**config.mk**
```make
export PLATFORM = sky130hd
export DESIGN_NAME = lru_page_replacer
export DESIGN_NICKNAME = d
export VERILOG_FILES = /design/src/lpr_pkg.sv /design/src/lru_page_replacer.sv /design/src/lpr_cell.sv
export SDC_FILE = /design/constraint.sdc
export NUM_CORES = 1
export LEC_CHECK = 0
export BUFFER_PORTS_ARGS = -buffer_cell sky130_fd_sc_hd__buf_2
export CAP_MARGIN = 20
export CORE_ASPECT_RATIO = 0.7
export CORE_MARGIN = 3
export CORE_UTILIZATION = 25
export DETAILED_ROUTE_END_ITERATION = 16
export PLACE_DENSITY_LB_ADDON = 0.05
export SYNTH_ARGS = -nofsm -noshare
export SYNTH_HDL_FRONTEND = slang
export SYNTH_HIERARCHICAL = 1
export SYNTH_SLANG_ARGS = --single-unit
```
**constraint.sdc**
```tcl
create_clock -name i_clk -period 12.2 [get_ports i_clk]
set_input_delay 0.61 -clock i_clk [delete_from_list [all_inputs] [get_ports i_clk]]
set_output_delay 0.61 -clock i_clk [all_outputs]
set_load 0.01 [all_outputs]
```
**src/lpr_pkg.sv**
```systemverilog
// ----------------------------------------------------------------------------
// lpr_pkg: shared types and constants of the LRU page replacer
// Holds the store geometry, operation and status codes, and the control
// bundle that the top level drives into every cell of the chain.
// ----------------------------------------------------------------------------
package lpr_pkg;

    localparam int CAPACITY     = 16;
    localparam int PAGE_ID_BITS = 32;
    localparam int CNT_W        = $clog2(CAPACITY + 1);

    // Stream payload widths, padded to whole bytes
    localparam int IN_BITS   = 2 + PAGE_ID_BITS;
    localparam int IN_TDATA  = ((IN_BITS + 7) / 8) * 8;
    localparam int OUT_BITS  = 2 + PAGE_ID_BITS + CNT_W;
    localparam int OUT_TDATA = ((OUT_BITS + 7) / 8) * 8;

    localparam logic [1:0] OP_INSERT = 2'd0;
    localparam logic [1:0] OP_VICTIM = 2'd1;
    localparam logic [1:0] OP_ERASE  = 2'd2;
    localparam logic [1:0] OP_NONE   = 2'd3;

    localparam logic [1:0] ST_DONE    = 2'd0;
    localparam logic [1:0] ST_ABSENT  = 2'd1;
    localparam logic [1:0] ST_PRESENT = 2'd2;
    localparam logic [1:0] ST_FULL    = 2'd3;

    typedef enum logic {
        S_IDLE,
        S_EXEC
    } t_state;

    // Control shared by all cells in one cycle
    typedef struct packed {
        logic                    capture;       // latch compare result
        logic                    apply_insert;  // write id into the tail cell
        logic                    apply_victim;  // shift whole chain toward head
        logic                    apply_erase;   // shift from the hit cell on
        logic [PAGE_ID_BITS-1:0] id;            // compare / write identifier
    } t_cell_ctrl;

endpackage

```
**src/lru_page_replacer.sv**
```systemverilog
// ----------------------------------------------------------------------------
// lru_page_replacer: age-ordered page store with insert, victim and erase
// A chain of cells keeps identifiers oldest first; a small controller
// compares, shifts and counts, and holds the result in an output register.
// ----------------------------------------------------------------------------
// Timing: the compare result is registered in the accepting cycle, and the
//   execute state that follows applies it and registers the result.
// Flow: no new transaction is taken while the execute state runs, set by the
//   compare-then-shift pass over the cell chain; a new input is taken while
//   the previous result is being taken.
// Reset: synchronous active-low i_rst_n empties the store (count zero) and
//   drops any pending result; identifiers are not cleared.
module lru_page_replacer (
    input  logic                             i_clk,
    input  logic                             i_rst_n,
    // Fields from bit 0: opcode[1:0], page_id[PAGE_ID_BITS+1:2], zero pad
    input  logic [lpr_pkg::IN_TDATA-1:0]     i_s_tdata,
    input  logic                             i_s_tvalid,
    output logic                             o_s_tready,
    // Fields from bit 0: status[1:0], victim_page, occupancy, zero pad
    output logic [lpr_pkg::OUT_TDATA-1:0]    o_m_tdata,
    output logic                             o_m_tvalid,
    input  logic                             i_m_tready
);
    import lpr_pkg::*;

    t_state                  r_state;
    t_state                  n_state;
    logic [1:0]              r_op;
    logic [PAGE_ID_BITS-1:0] r_id;
    logic [CNT_W-1:0]        r_count;
    logic [CNT_W-1:0]        n_count;

    logic                    r_out_valid;
    logic [1:0]              r_status;
    logic [1:0]              n_status;
    logic [PAGE_ID_BITS-1:0] r_victim;
    logic [PAGE_ID_BITS-1:0] n_victim;
    logic [CNT_W-1:0]        r_occ;

    logic                    s_accept;
    logic                    any_hit;
    t_cell_ctrl              cell_ctrl;

    logic [CAPACITY-1:0]     hit;
    logic [CAPACITY:0]       seen;
    logic [PAGE_ID_BITS-1:0] page [CAPACITY+1];

    assign o_s_tready = (r_state == S_IDLE) && (!r_out_valid || i_m_tready);
    assign s_accept   = i_s_tvalid && o_s_tready;
    assign any_hit    = |hit;

    // Cell chain, oldest at index 0
    assign seen[0]        = 1'b0;
    assign page[CAPACITY] = '0;

    for (genvar g = 0; g < CAPACITY; g++) begin : g_cell
        localparam logic [CNT_W-1:0] IDX = CNT_W'(g);
        lpr_cell u_cell (
            .i_clk       (i_clk),
            .i_rst_n     (i_rst_n),
            .i_ctrl      (cell_ctrl),
            .i_occupied  (IDX < r_count),
            .i_tail      (IDX == r_count),
            .i_seen      (seen[g]),
            .i_next_page (page[g+1]),
            .o_seen      (seen[g+1]),
            .o_hit       (hit[g]),
            .o_page      (page[g])
        );
    end

    // Next state
    always_comb begin
        n_state = r_state;
        case (r_state)
            S_IDLE: begin
                if (s_accept) begin
                    n_state = S_EXEC;
                end
            end
            S_EXEC: begin
                n_state = S_IDLE;
            end
            default: begin
                n_state = S_IDLE;
            end
        endcase
    end

    // Outputs: cell control, result and new count
    always_comb begin
        cell_ctrl              = '0;
        cell_ctrl.capture      = s_accept;
        cell_ctrl.id           = s_accept ? i_s_tdata[2 +: PAGE_ID_BITS] : r_id;
        n_status               = ST_DONE;
        n_victim               = '0;
        n_count                = r_count;
        if (r_state == S_EXEC) begin
            cell_ctrl.id = r_id;
            case (r_op)
                OP_INSERT: begin
                    if (any_hit) begin
                        n_status = ST_PRESENT;
                    end else if (r_count == CNT_W'(CAPACITY)) begin
                        n_status = ST_FULL;
                    end else begin
                        cell_ctrl.apply_insert = 1'b1;
                        n_count                = r_count + 1'b1;
                    end
                end
                OP_VICTIM: begin
                    if (r_count == '0) begin
                        n_status = ST_ABSENT;
                    end else begin
                        cell_ctrl.apply_victim = 1'b1;
                        n_victim               = page[0];
                        n_count                = r_count - 1'b1;
                    end
                end
                OP_ERASE: begin
                    if (!any_hit) begin
                        n_status = ST_ABSENT;
                    end else begin
                        cell_ctrl.apply_erase = 1'b1;
                        n_count               = r_count - 1'b1;
                    end
                end
                OP_NONE: begin
                    n_status = ST_DONE;
                end
                default: begin
                    n_status = ST_DONE;
                end
            endcase
        end
    end

    // Control registers
    always_ff @(posedge i_clk) begin
        if (!i_rst_n) begin
            r_state     <= S_IDLE;
            r_count     <= '0;
            r_out_valid <= 1'b0;
        end else begin
            r_state <= n_state;
            r_count <= n_count;
            if (r_state == S_EXEC) begin
                r_out_valid <= 1'b1;
            end else if (i_m_tready) begin
                r_out_valid <= 1'b0;
            end
        end
    end

    // Hold the request and the result payload
    always_ff @(posedge i_clk) begin
        if (s_accept) begin
            r_op <= i_s_tdata[1:0];
            r_id <= i_s_tdata[2 +: PAGE_ID_BITS];
        end
        if (r_state == S_EXEC) begin
            r_status <= n_status;
            r_victim <= n_victim;
            r_occ    <= n_count;
        end
    end

    assign o_m_tvalid = r_out_valid;
    assign o_m_tdata  = {{(OUT_TDATA - OUT_BITS){1'b0}}, r_occ, r_victim, r_status};

endmodule

```
**src/lpr_cell.sv**
```systemverilog
// ----------------------------------------------------------------------------
// lpr_cell: one slot of the age-ordered page chain
// Holds one identifier, compares it against the request, and takes its
// newer neighbor's identifier when the chain closes a gap at or before it.
// ----------------------------------------------------------------------------
module lpr_cell (
    input  logic                            i_clk,
    input  logic                            i_rst_n,
    input  lpr_pkg::t_cell_ctrl             i_ctrl,
    input  logic                            i_occupied,   // slot below count
    input  logic                            i_tail,       // first free slot
    input  logic                            i_seen,       // hit in an older cell
    input  logic [lpr_pkg::PAGE_ID_BITS-1:0] i_next_page, // newer neighbor
    output logic                            o_seen,
    output logic                            o_hit,
    output logic [lpr_pkg::PAGE_ID_BITS-1:0] o_page
);
    import lpr_pkg::*;

    logic [PAGE_ID_BITS-1:0] r_page;
    logic                    r_hit;
    logic                    n_hit;
    logic                    shift;

    // Pass the erase point down the chain
    assign o_seen = i_seen | r_hit;
    assign shift  = i_ctrl.apply_victim | (i_ctrl.apply_erase & o_seen);
    assign n_hit  = i_occupied & (r_page == i_ctrl.id);

    // Hold the compare result for the execute cycle
    always_ff @(posedge i_clk) begin
        if (!i_rst_n) begin
            r_hit <= 1'b0;
        end else if (i_ctrl.capture) begin
            r_hit <= n_hit;
        end
    end

    // Advance the newer neighbor in, or take a new identifier at the tail
    always_ff @(posedge i_clk) begin
        if (shift) begin
            r_page <= i_next_page;
        end else if (i_ctrl.apply_insert && i_tail) begin
            r_page <= i_ctrl.id;
        end
    end

    assign o_hit  = r_hit;
    assign o_page = r_page;

endmodule

```
==> out/results.txt <==
Static leakage: 11.89 nW
CP Capture Type: flop
Hold Fails Final Rpt: 0
Post-CTS Hold Fix Bufs: 0
Sw frac: 0.2519
Pre-antenna DRT Iters: 5
CP startpoint kind: flop
Total negative slack: 0 ns
Register area share after synthesis: 0.5490
Crit Path Class: reg2reg
WL final: 81220 um
Post-placement worst setup slack: 6.548 ns
R2r startpoint: g_cell[0].u_cell/o_hit
Logic gate share of total power: 0.157
Outcome: finished clean
PwrDens: 144.2 nW/um2
Setup bufs post-CTS: 0
Avg Cell Area, Syn: 14.48 um2
Vias in the first global route: 19.28k
Crit-path leading delay family: simple AND/OR/NAND/NOR gates
Switching pwr: 1.341 mW
FMAX: 177.2 MHz
Post-synth ARST share: 0
Clk sinks: 608
Detail Placement HPWL: 62690 um
Hold Crit Class: in2reg
Tmin final: 5.644 ns
Worst rel slew slack: 0.3031
Clock latency at the later pin of the worst-skew pair: 0.65 ns
Initial Util: 0.2538
Die area: 133400 um2
Clock group share of total power: 0.396
Final setup violation count: 0
Register cell area after layout: 17710 um2
Nets@finish: 2438
Placeable Area: 127100 um2
DIE WIDTH: 435.3 um
Placed Area: 34620 um2
DR vias: 17.85k
Largest net degree at the start of global routing: 71
Period utilization: 0.4626
CP Buf/Inv Count: 2
Final Max Tran Viols: 0
Fin worst setup slack: 6.556 ns
Gr usage total: 0.1220
Hold Path Cell Cnt: 1
CTS tree: yes
Fill count: 12.91k
Max incr delay on CP: 0.44 ns
CP max-delay cell: buf_4
Layout area overhead: 14.50%
Main flop type after synthesis: edfxtp_1
Flop pwr share: 0.447
Io pins: 86
RD Place Congestion: 0.7150
H-tree depth: 3
Crit Reg-Reg Endpoint: g_cell[15].u_cell/o_page[24]
Port bufs: 78
Layout cells sized above 1: 0.3325
Multi-input logic area: 13970 um2
Synthesis Warnings: 6
Post-synth EDFFs: 553
Critical path arrival: 5.98 ns
Max VDD drop: 82.35 uV
Worst slew pin tran: 1.045 ns
CTS max path bufs: 3
Vias per inst: 4.286
Reg2reg path depth: 20
Most common cell on crit path: or2_4
Worst hold endpoint: r_op[1]
Netlist Area Pre-Place: 32250 um2
Initial DRC count: 739
Placed insts: 4031
Max-Cap Viols: 0
Antenna violations before repair: 4
Post-route insts no fill: 4166
Min-delay src: i_s_tdata[1]
Synth Register Bits: 608
Global route overflow: 0
Drt drc: 0
Cell-internal power: 3.984 mW
Inserted Clock Buffers: 73
Worst-path cell chain: or2_4, or2_4, or2_4, or2_4, or2_4, or2_4, or2_4, or2_4, or2_4, or2_4, or2_4, or2_4, or2_4, or2_4, or2_4, or2_4, a21oi_4, buf_4, nand2_1, buf_4
Clk slew on worst S/H paths: 0.06 ns
Final clock skew: 0.02989 ns
Fin area: 36930 um2
FP Rows: 109
CTS Root Cell: clkbuf_16
RSZ-0062 raised after global routing: no
Gate Count Post-Synth: 2228
Routed Antenna Nets: 0
Worst reg2reg setup slack: 6.56 ns
Synth unique cells: 53
Resized Gates After CTS: 0
Height of the die: 306.5 um
First-pass GRT wire length: 124600 um
WL per Instance: 19.50 um
Crit path max fanout: 33
Power, Total: 5.325 mW
Required time of the critical path: 12.54 ns
-- power by group through the flow --
stage | Combinational, mW | Sequential [mW] | Clock [mW]
floorplan | 0.643 | 2.42 | 0
global placement | 0.852 | 2.42 | 0
detailed placement | 0.850 | 2.42 | 0
CTS | 0.855 | 2.38 | 2.23
global route | 0.925 | 2.38 | 2.30
finish | 0.834 | 2.38 | 2.11
-- worst max-delay path by stage --
stage                                      start                           end  slack [ns]  cells past startpoint
after CTS                 g_cell[0].u_cell/o_hit   g_cell[15].u_cell/o_page[9]        6.52                     20
after floorplan                          r_state    g_cell[0].u_cell/o_page[0]        6.07                      6
after global placement    g_cell[0].u_cell/o_hit  g_cell[15].u_cell/o_page[24]        6.57                     20
final                     g_cell[0].u_cell/o_hit  g_cell[15].u_cell/o_page[24]        6.56                     20
after global routing      g_cell[0].u_cell/o_hit  g_cell[15].u_cell/o_page[11]        6.38                     20
after detailed placement  g_cell[0].u_cell/o_hit  g_cell[15].u_cell/o_page[24]        6.55                     20
-- logic make-up (layout without fill, tap and decap cells) --
family          Yosys count  count (layout)  synth area share
mux                     576             576            0.2011
compound gates           56              56           0.01668
fa+ha+maj                 5               5          0.001940
xor+xnor                514             514            0.1396
buf+inv                  84             268           0.02200
flops                   608             608            0.5490
other cells               1              35         0.0001163
simple gates            384             384           0.06959
-- per-stage QoR --
step                hold slack, ns    util
finish                      0.1430  0.2905
global route               0.08998  0.2905
CTS                        0.06585  0.2901
detailed placement          0.4663  0.2724
global placement            0.4605  0.2722
floorplan                   0.4538       -
-- cell usage in the layout (no fill, tap or decap), types with 16 or more instances in the layout --
master | synthesis | final
nor3_1 | 27 | 26
mux2_2 | 544 | 544
a21oi_4 | 16 | 16
xnor2_1 | 466 | 466
edfxtp_1 | 553 | 553
clkbuf_1 | 10 | 22
clkbuf_16 | 0 | 76
mux2_1 | 32 | 32
dfxtp_1 | 55 | 54
and3_1 | 38 | 38
xor2_1 | 48 | 48
nand3b_1 | 16 | 16
buf_4 | 1 | 42
nand2_1 | 67 | 66
nand4_1 | 129 | 129
nand3_1 | 21 | 21
or2_4 | 17 | 17
conb_1 | 1 | 34
nor4_1 | 37 | 37
buf_2 | 8 | 79
-- layout make-up --
class	count	area share
Sequential cell	608	0.4795
Multi-Input combinational cell	1569	0.3784
Tap cell	1720	0.05827
Clock buffer	100	0.05448
Timing Repair Buffer	124	0.02148
Clock inverter	31	0.006369
Inverter	13	0.001457
Antenna cell	1	0.00006776
-- registers in the layout, indices dropped and copies added, names as in the netlist --
name and count:
g_cell.u_cell/o_page 512, r_id 32, r_victim 32, g_cell.u_cell/o_hit 16, r_count 5, r_occ 5
r_op 2, r_status 2, o_m_tvalid 1, r_state 1
-- cell usage after synthesis (all sizes together), types with 3 or more instances --
library cell / number / share of area
mux2: 576 / 0.20
edfxtp: 553 / 0.51
xnor2: 466 / 0.13
nand4: 129 / 0.025
nand2: 67 / 0.0078
buf: 61 / 0.019
dfxtp: 55 / 0.034
xor2: 48 / 0.013
nor4: 39 / 0.0080
and3: 38 / 0.0074
nor3: 28 / 0.0045
a21oi: 21 / 0.0088
nand3: 21 / 0.0033
or2: 17 / 0.0046
nand3b: 16 / 0.0037
nor2: 14 / 0.0017
inv: 12 / 0.0014
o21ai: 11 / 0.0017
clkbuf: 10 / 0.0012
and2: 5 / 0.00097
ha: 5 / 0.0019
o22ai: 4 / 0.00078
a31oi: 3 / 0.00058
a41oi: 3 / 0.00081
-- routing by layer --
metal | vias to the layer above | global-route usage | part of all wire | wire [um]
met5 | - | 0 | 0 | 0
met4 | 0 | 0.03847 | 0.028 | 2258
met3 | 110 | 0.02430 | 0.032 | 2581
met2 | 193 | 0.1586 | 0.37 | 30120
met1 | 8872 | 0.1961 | 0.57 | 46260
li1 | 8679 | - | - | -
Note: power is estimated with default switching activity, not from simulation.
